File: config.mk
export PLATFORM = sky130hd
export DESIGN_NAME = cbc_decode
export DESIGN_NICKNAME = d
export VERILOG_FILES = /design/src/hdl/cbc_pkg.sv /design/src/hdl/cbc_decode.sv
export SDC_FILE = /design/constraint.sdc
export NUM_CORES = 1
export LEC_CHECK = 0
export ABC_AREA = 1
export BUFFER_PORTS_ARGS = -buffer_cell sky130_fd_sc_hd__clkbuf_2
export CAP_MARGIN = 20
export CORE_UTILIZATION = 52
export CTS_CLUSTER_DIAMETER = 60
export CTS_CLUSTER_SIZE = 12
export DETAILED_ROUTE_END_ITERATION = 10
export GPL_TIMING_DRIVEN = 0
export PLACE_DENSITY_LB_ADDON = 0.2
export SLEW_MARGIN = 25
export SYNTH_ARGS = -nofsm -noshare
export SYNTH_HDL_FRONTEND = slang
export SYNTH_SLANG_ARGS = --single-unit
File: constraint.sdc
create_clock -name clk -period 1.35 [get_ports clk]
set_input_delay 0.0675 -clock clk [delete_from_list [all_inputs] [get_ports clk]]
set_output_delay 0.0675 -clock clk [all_outputs]
set_load 0.02 [all_outputs]
File: src/hdl/cbc_pkg.sv
// Shared types and constants of the cartridge bank controller.
// Used by the access decoder and the top level; depends on nothing.
`timescale 1ns / 1ps
`default_nettype none

package cbc_pkg;

	localparam int RAM_BANK_BYTES = 8192;
	localparam int RAM_OFS_W      = 13;
	localparam int ROM_OFS_W      = 14;
	localparam int ROM_BANK_W     = 9;
	localparam int ROM_ADDR_W     = 23;
	localparam int CLOCK_REGS     = 5;

	// mapper kinds
	localparam logic [1:0] MAP_ROM  = 2'd0;
	localparam logic [1:0] MAP_MBC1 = 2'd1;
	localparam logic [1:0] MAP_MBC3 = 2'd2;
	localparam logic [1:0] MAP_MBC5 = 2'd3;

	// configuration register indexes
	localparam logic [1:0] REG_MAPPER   = 2'd0;
	localparam logic [1:0] REG_CLOCK    = 2'd1;
	localparam logic [1:0] REG_ROM_SIZE = 2'd2;
	localparam logic [1:0] REG_RAM_SIZE = 2'd3;

	// result targets
	localparam logic [1:0] TGT_OPEN  = 2'd0;
	localparam logic [1:0] TGT_ROM   = 2'd1;
	localparam logic [1:0] TGT_RAM   = 2'd2;
	localparam logic [1:0] TGT_CLOCK = 2'd3;

	localparam logic [7:0] OPEN_BUS       = 8'hFF;
	localparam logic [3:0] RAM_ENABLE_KEY = 4'hA;
	localparam logic [7:0] CLOCK_SEL_BASE = 8'h08;
	localparam logic [7:0] CLOCK_SEL_LAST = 8'h0C;
	localparam logic [7:0] RAM_SEL_LAST   = 8'h03;
	localparam logic [3:0] ROM_CODE_MAX   = 4'd8;

	typedef struct packed {
		logic [1:0] mapper_kind;
		logic       clock_present;
		logic [3:0] rom_size_code;
		logic [2:0] ram_code;
	} cfg_t;

	typedef struct packed {
		logic [1:0]            target;
		logic [ROM_ADDR_W-1:0] phys_addr;
		logic [7:0]            rdata;
		logic                  ram_re;
		logic                  ram_we;
	} dec_t;

endpackage

`default_nettype wire

File: src/hdl/cbc_decode.sv
// Access decoder: banking registers, clock registers and decode of one bus access.
// Depends on cbc_pkg for the configuration and result structs.
`timescale 1ns / 1ps
`default_nettype none

module cbc_decode import cbc_pkg::*; #(
	parameter int RAM_BANKS = 16
) (
	input  wire logic        clk,
	input  wire logic        arst_n,
	input  wire cfg_t        cfg,
	input  wire logic        accept,
	input  wire logic        opcode,
	input  wire logic [15:0] bus_address,
	input  wire logic [7:0]  write_byte,
	output dec_t             dec,
	output logic [$clog2(RAM_BANKS*RAM_BANK_BYTES)-1:0] ext_addr
);

	localparam int AW = $clog2(RAM_BANKS * RAM_BANK_BYTES);

	logic       ram_enable_q;
	logic [4:0] low_rom_bank_q;
	logic [8:0] wide_rom_bank_q;
	logic [3:0] ram_bank_sel_q;
	logic       bank_mode_q;
	logic       clock_mapped_q;
	logic [2:0] clock_index_q;
	logic [7:0] latch_last_q;
	logic [7:0] clock_live_q [CLOCK_REGS];
	logic [7:0] clock_held_q [CLOCK_REGS];

	logic [3:0] bank_mod [16];

	// bank numbers wrap at the physical bank count
	for (genvar g = 0; g < 16; g++) begin : g_mod
		assign bank_mod[g] = 4'(g % RAM_BANKS);
	end

	logic       is_mbc1, is_mbc3, is_mbc5, mapped;
	logic       in_ram_win, clock_sel, ram_any, ram_multi;
	logic [3:0] ram_mask, ram_page;
	logic [3:0] rom_code;
	logic [8:0] rom_mask, rom_page;
	logic       idx_ok;
	logic [7:0] held_byte;

	always_comb begin
		is_mbc1    = (cfg.mapper_kind == MAP_MBC1);
		is_mbc3    = (cfg.mapper_kind == MAP_MBC3);
		is_mbc5    = (cfg.mapper_kind == MAP_MBC5);
		mapped     = (cfg.mapper_kind != MAP_ROM);
		in_ram_win = (bus_address[15:13] == 3'b101);
		clock_sel  = is_mbc3 && clock_mapped_q && cfg.clock_present;
		idx_ok     = (clock_index_q < 3'(CLOCK_REGS));
		held_byte  = idx_ok ? clock_held_q[clock_index_q] : 8'h00;

		case (cfg.ram_code)
			3'd2:    begin ram_any = 1'b1; ram_multi = 1'b0; ram_mask = 4'h0; end
			3'd3:    begin ram_any = 1'b1; ram_multi = 1'b1; ram_mask = 4'h3; end
			3'd4:    begin ram_any = 1'b1; ram_multi = 1'b1; ram_mask = 4'hF; end
			3'd5:    begin ram_any = 1'b1; ram_multi = 1'b1; ram_mask = 4'h7; end
			default: begin ram_any = 1'b0; ram_multi = 1'b0; ram_mask = 4'h0; end
		endcase

		if (is_mbc1) begin
			ram_page = (bank_mode_q && ram_multi) ?
				({2'b00, ram_bank_sel_q[1:0]} & ram_mask) : 4'h0;
		end else begin
			ram_page = ram_bank_sel_q & ram_mask;
		end
		ext_addr = AW'({bank_mod[ram_page], bus_address[RAM_OFS_W-1:0]});

		rom_code = (cfg.rom_size_code > ROM_CODE_MAX) ? ROM_CODE_MAX : cfg.rom_size_code;
		rom_mask = 9'((10'd2 << rom_code) - 10'd1);
		if (!bus_address[14]) begin
			rom_page = (is_mbc1 && bank_mode_q) ? {2'b00, ram_bank_sel_q[1:0], 5'b00000} : 9'd0;
		end else if (is_mbc1) begin
			rom_page = {2'b00, ram_bank_sel_q[1:0], low_rom_bank_q};
		end else begin
			rom_page = wide_rom_bank_q;
		end

		dec.target    = TGT_OPEN;
		dec.phys_addr = '0;
		dec.rdata     = OPEN_BUS;
		dec.ram_re    = 1'b0;
		dec.ram_we    = 1'b0;
		if (opcode) begin
			dec.rdata  = 8'h00;
			dec.ram_we = accept && mapped && in_ram_win && ram_enable_q && !clock_sel && ram_any;
		end else if (!bus_address[15]) begin
			dec.target = TGT_ROM;
			dec.rdata  = 8'h00;
			if (!mapped) begin
				dec.phys_addr = ROM_ADDR_W'(bus_address[14:0]);
			end else begin
				dec.phys_addr = {rom_page & rom_mask, bus_address[ROM_OFS_W-1:0]};
			end
		end else if (in_ram_win && mapped && ram_enable_q) begin
			if (clock_sel) begin
				if (idx_ok) begin
					dec.target = TGT_CLOCK;
					dec.rdata  = held_byte;
				end
			end else if (ram_any) begin
				dec.target = TGT_RAM;
				dec.ram_re = accept;
			end
		end
	end

	always_ff @(posedge clk or negedge arst_n) begin
		if (!arst_n) begin
			ram_enable_q    <= 1'b0;
			low_rom_bank_q  <= 5'd1;
			wide_rom_bank_q <= 9'd1;
			ram_bank_sel_q  <= 4'd0;
			bank_mode_q     <= 1'b0;
			clock_mapped_q  <= 1'b0;
			clock_index_q   <= 3'd0;
			latch_last_q    <= 8'hFF;
			for (int i = 0; i < CLOCK_REGS; i++) begin
				clock_live_q[i] <= 8'h00;
				clock_held_q[i] <= 8'h00;
			end
		end else if (accept && opcode && mapped) begin
			case (bus_address[15:13])
				3'b000: begin
					ram_enable_q <= (write_byte[3:0] == RAM_ENABLE_KEY);
				end
				3'b001: begin
					if (is_mbc1) begin
						low_rom_bank_q <= (write_byte[4:0] == 5'd0) ? 5'd1 : write_byte[4:0];
					end else if (is_mbc3) begin
						wide_rom_bank_q <= (write_byte[6:0] == 7'd0) ? 9'd1 :
							{2'b00, write_byte[6:0]};
					end else if (!bus_address[12]) begin
						wide_rom_bank_q <= {wide_rom_bank_q[8], write_byte};
					end else begin
						wide_rom_bank_q <= {write_byte[0], wide_rom_bank_q[7:0]};
					end
				end
				3'b010: begin
					if (is_mbc1) begin
						ram_bank_sel_q <= {2'b00, write_byte[1:0]};
					end else if (is_mbc5) begin
						ram_bank_sel_q <= write_byte[3:0];
					end else if (write_byte <= RAM_SEL_LAST) begin
						ram_bank_sel_q <= write_byte[3:0];
						clock_mapped_q <= 1'b0;
					end else if (write_byte >= CLOCK_SEL_BASE && write_byte <= CLOCK_SEL_LAST) begin
						clock_index_q  <= 3'(write_byte - CLOCK_SEL_BASE);
						clock_mapped_q <= 1'b1;
					end
				end
				3'b011: begin
					if (is_mbc1) begin
						bank_mode_q <= write_byte[0];
					end else if (is_mbc3) begin
						// a 0 then 1 sequence freezes the live clock into the held copy
						if (latch_last_q == 8'h00 && write_byte == 8'h01) begin
							for (int i = 0; i < CLOCK_REGS; i++) begin
								clock_held_q[i] <= clock_live_q[i];
							end
						end
						latch_last_q <= write_byte;
					end
				end
				3'b101: begin
					if (ram_enable_q && clock_sel && idx_ok) begin
						clock_live_q[clock_index_q] <= write_byte;
					end
				end
				default: begin
				end
			endcase
		end
	end

endmodule

`default_nettype wire

==> impl_metrics.prom <==
# TYPE chip_impl_metric gauge
chip_impl_metric{name="number_of_endpoints_failing_setup_at_the_final_stage",unit=""} 97
chip_impl_metric{name="gpl.final_weighted_congestion",unit=""} 0.959
chip_impl_metric{name="power_per_cell_area",unit="mW/mm^2"} 901
chip_impl_metric{name="first_pass_detailed_route_iteration_total",unit=""} 6
chip_impl_metric{name="final_area",unit="mm^2"} 0.00832
chip_impl_metric{name="drt-vias-per-instance",unit=""} 5.96
chip_impl_metric{name="ir_worst_vdd",unit="uV"} 1280
chip_impl_metric{name="use_met2",unit=""} 0.519
chip_impl_metric{name="placed_cell_areas",unit="mm^2"} 0.00680
chip_impl_info{name="critical_path.cell_chain",value="buf_6 -> nor2_4 -> buf_6 -> nand3_2 -> nand2_1 -> inv_1 -> nand2_2 -> nor2_2 -> nor2_2 -> clkbuf_8"} 1
chip_impl_metric{name="worstMarginPinSlew",unit="ps"} 589
chip_impl_metric{name="dieArea",unit="mm^2"} 0.0122
chip_impl_metric{name="area_growth_syn_to_layout",unit="%"} 36.0
chip_impl_info{name="crit_path_from",value="clock_index_q[0]"} 1
chip_impl_metric{name="seq_area_frac_synth",unit=""} 0.460
chip_impl_metric{name="wire_length_of_the_first_global_routing_pass",unit="mm"} 31.2
chip_impl_metric{name="layout-drive-gt1-share",unit=""} 0.406
chip_impl_metric{name="crit_fanout",unit=""} 6
chip_impl_metric{name="antenna_violating_nets_post_route",unit=""} 0
chip_impl_metric{name="postRouteWirelength",unit="mm"} 20.5
chip_impl_metric{name="io_buffers",unit=""} 79
chip_impl_metric{name="start_util",unit=""} 0.536
chip_impl_info{name="critical_path.reg2reg.startpoint",value="clock_index_q[0]"} 1
chip_impl_info{name="violations",value="negative setup slack"} 1
chip_impl_metric{name="yosysWarningCount",unit=""} 0
chip_impl_metric{name="chipWidth",unit="um"} 110
chip_impl_info{name="timing_endpoint_of_the_critical_path",value="dec[9]"} 1
chip_impl_info{name="timing.setup.critical_path_class",value="reg -> out"} 1
chip_impl_metric{name="met1_usage",unit=""} 0.437
chip_impl_metric{name="detailed_place_hpwl",unit="mm"} 12.6
chip_impl_metric{name="clock_latency",unit="ps"} 370
chip_impl_metric{name="finalWorstPathRequiredPeriod",unit="ps"} 1930
chip_impl_metric{name="finalWorstSetupSlack",unit="ps"} -579
chip_impl_info{name="globalRoute.busiestLayer",value="met2"} 1
chip_impl_metric{name="core_region_area",unit="mm^2"} 0.0114
chip_impl_metric{name="timing.clock.skew",unit="ps"} 6.43
chip_impl_metric{name="clock_sink_count",unit=""} 112
chip_impl_metric{name="die_h",unit="um"} 110
chip_impl_metric{name="final_hold_viol_count",unit=""} 0
chip_impl_metric{name="holdWs",unit="ps"} 61.8
chip_impl_metric{name="route.detailed.drc",unit=""} 0
chip_impl_metric{name="pin_count_of_the_biggest_net_entering_global_routing",unit=""} 74
chip_impl_metric{name="crit_path_max_incr_delay",unit="ps"} 390
chip_impl_metric{name="worst_reg_to_reg_cells",unit=""} 12
chip_impl_metric{name="pre_cts_ws",unit="ps"} -588
chip_impl_metric{name="overflow",unit=""} 0
chip_impl_metric{name="netlist_area",unit="mm^2"} 0.00612
chip_impl_metric{name="multiInputGateArea",unit="mm^2"} 0.00321
chip_impl_metric{name="antenna_found_initial",unit=""} 0
chip_impl_metric{name="netlist-cell-type-count",unit=""} 32
chip_impl_metric{name="max_freq",unit="MHz"} 518
chip_impl_metric{name="ff_latch_area",unit="mm^2"} 0.00282
chip_impl_metric{name="cts_inserted_buffers",unit=""} 9
chip_impl_metric{name="antenna-diode-count",unit=""} 0
chip_impl_metric{name="final_max_slew_viol_count",unit=""} 0
chip_impl_metric{name="power.leakage",unit="uW"} 0.00427
chip_impl_metric{name="setup.reg_to_reg.worst_slack",unit="ps"} -380
chip_impl_metric{name="clk_pin_slew",unit="ps"} 70
chip_impl_metric{name="cts_buffer_depth",unit=""} 2
chip_impl_info{name="critical-path-slowest-cell",value="dfrtp_1"} 1
chip_impl_metric{name="total_neg_setup_slack",unit="ps"} -21590
chip_impl_info{name="root_buffer",value="clkbuf_16"} 1
chip_impl_metric{name="grt.total_usage",unit=""} 0.327
chip_impl_metric{name="dr.first_iter.drc_count",unit=""} 713
chip_impl_metric{name="clock_tree.htree_level_count",unit=""} 3
chip_impl_metric{name="globalRouteMet3Util",unit=""} 0.0681
chip_impl_metric{name="num_rows",unit=""} 39
chip_impl_metric{name="layout_worst_path_cycle_share",unit=""} 1.43
chip_impl_info{name="timing.critical_path.to_type",value="output pin"} 1
chip_impl_info{name="cts_tree",value="done"} 1
chip_impl_metric{name="synth_fp_nets",unit=""} 833
chip_impl_metric{name="crit_required",unit="ps"} 1280
chip_impl_info{name="hold_path_class",value="in -> reg"} 1
chip_impl_info{name="rsz0062_at_grt",value="true"} 1
chip_impl_metric{name="first_global_vias",unit=""} 6062
chip_impl_metric{name="route.detailed.wl_per_inst",unit="um"} 18.8
chip_impl_metric{name="synth_cells",unit=""} 793
chip_impl_metric{name="filler_cells",unit=""} 801
chip_impl_info{name="startpoint_type",value="register"} 1
chip_impl_metric{name="nNetsFinal",unit=""} 978
chip_impl_metric{name="vias",unit=""} 6476
chip_impl_metric{name="arrival",unit="ps"} 1860
chip_impl_metric{name="synth_seq_cells",unit=""} 112
chip_impl_metric{name="max_slew_margin",unit=""} 0.606
chip_impl_metric{name="pin_count",unit=""} 90
chip_impl_metric{name="timing.max_cap.violations",unit=""} 0
chip_impl_metric{name="post_synth.cell_area_avg",unit="um^2"} 7.72
chip_impl_info{name="timing.rr.end",value="clock_live_q[7]"} 1
chip_impl_info{name="status",value="finished with violations"} 1
-- repair_timing --
item / in CTS / in global routing
resized for setup: 150 / 102
hold buffers: 1 / 0
setup endpoints to repair: 100 / 102
setup buffers: 28 / 19
gates cloned: 6 / 0
hold endpoints to repair: 39 / 0
pin swaps: 33 / 31
-- flip-flops by register name, summed over array words and instances, names as in the netlist --
signal	flops
bank_mode_q	1
clock_held_q	40
clock_index_q	3
clock_live_q	40
clock_mapped_q	1
latch_last_q	8
low_rom_bank_q	5
ram_bank_sel_q	4
ram_enable_q	1
wide_rom_bank_q	9
-- cell usage in the layout, fill, tap and decap left out, types with 4 or more instances in the layout --
| cell | instances |
|---|---|
| a21oi_1 | 6 |
| buf_12 | 4 |
| buf_2 | 14 |
| buf_4 | 57 |
| buf_6 | 35 |
| buf_8 | 8 |
| clkbuf_1 | 6 |
| clkbuf_16 | 9 |
| clkbuf_2 | 61 |
| clkbuf_8 | 7 |
| dfrtp_1 | 101 |
| dfstp_2 | 10 |
| inv_1 | 35 |
| inv_2 | 8 |
| nand2_1 | 187 |
| nand2_2 | 88 |
| nand2_4 | 10 |
| nand3_1 | 34 |
| nand3_2 | 9 |
| nand3_4 | 8 |
| nand4_1 | 88 |
| nor2_1 | 62 |
| nor2_2 | 16 |
| nor2_4 | 11 |
| nor3_1 | 5 |
| o21ai_0 | 23 |
| o21ai_1 | 4 |
-- where the power goes --
group          switching [uW]  internal, uW
clock                    1240          1680
combinational             613           353
sequential               84.8          3520
-- cell families after synthesis --
family,Yosys count,synth area share
AOI/OAI and AO/OA,41,0.0364
adders and majority gates,2,0.00409
buffers and inverters,111,0.102
DFF,112,0.460
and+or+nand+nor,527,0.398
-- worst max-delay path: cells and delay by family, from the launching register on --
kind | cells | cell delay, ps
flops | 1 | 390
buf+inv | 4 | 550
simple gates | 6 | 570
-- metal layers --
layer	wire length [um]	up-vias
met3	2140	80
met2	9740	421
met5	0	-
met1	7710	3090
li1	-	2885
met4	871	0
-- layout make-up --
cell class	count	share of cell area
clock inverter	5	0.00978
inverter	50	0.0254
buffer	61	0.0666
timing repair buffer	134	0.123
sequential	112	0.339
tap	143	0.0215
multi-input combinational	570	0.386
clock buffer	11	0.0292
-- stage by stage --
| step | utilization | std cells | power [uW] |
|---|---|---|---|
| floorplan | - | 793 | 4120 |
| finish | 0.729 | 1086 | 7490 |
| global route | 0.729 | 1086 | 7740 |
| global placement | 0.593 | 1015 | 4420 |
| detailed placement | 0.596 | 1016 | 4460 |
| CTS | 0.690 | 1067 | 7400 |
-- how the worst min path moves through the flow --
stage	depth (start not counted)	slack, ps	from	endpoint
after floorplan	0	-230	arst_n	bank_mode_q
after global placement	4	400	bus_address[12]	wide_rom_bank_q[7]
after detailed placement	1	5	arst_n	ram_bank_sel_q[3]
after CTS	4	30	bus_address[12]	wide_rom_bank_q[7]
after global routing	3	70	write_byte[7]	latch_last_q[7]
final	3	60	write_byte[6]	latch_last_q[6]
-- synthesized netlist by cell type (all sizes together) --
cell	count	area (um^2)
clkbuf	12	46.3
nor2	92	404
a211oi	1	7.51
dfrtp	102	2550
nand3b	1	20.0
dfstp	10	263
nor4	2	12.5
clkinv	3	11.3
o21ai	28	144
nand3	51	318
a32oi	2	17.5
o22ai	1	6.26
a21oi	8	40.0
buf	49	389
o31ai	1	7.51
nand4	88	551
nor3	8	40.0
inv	47	176
ha	2	25.0
nand2	285	1090
(Power assumes the default switching activity.)
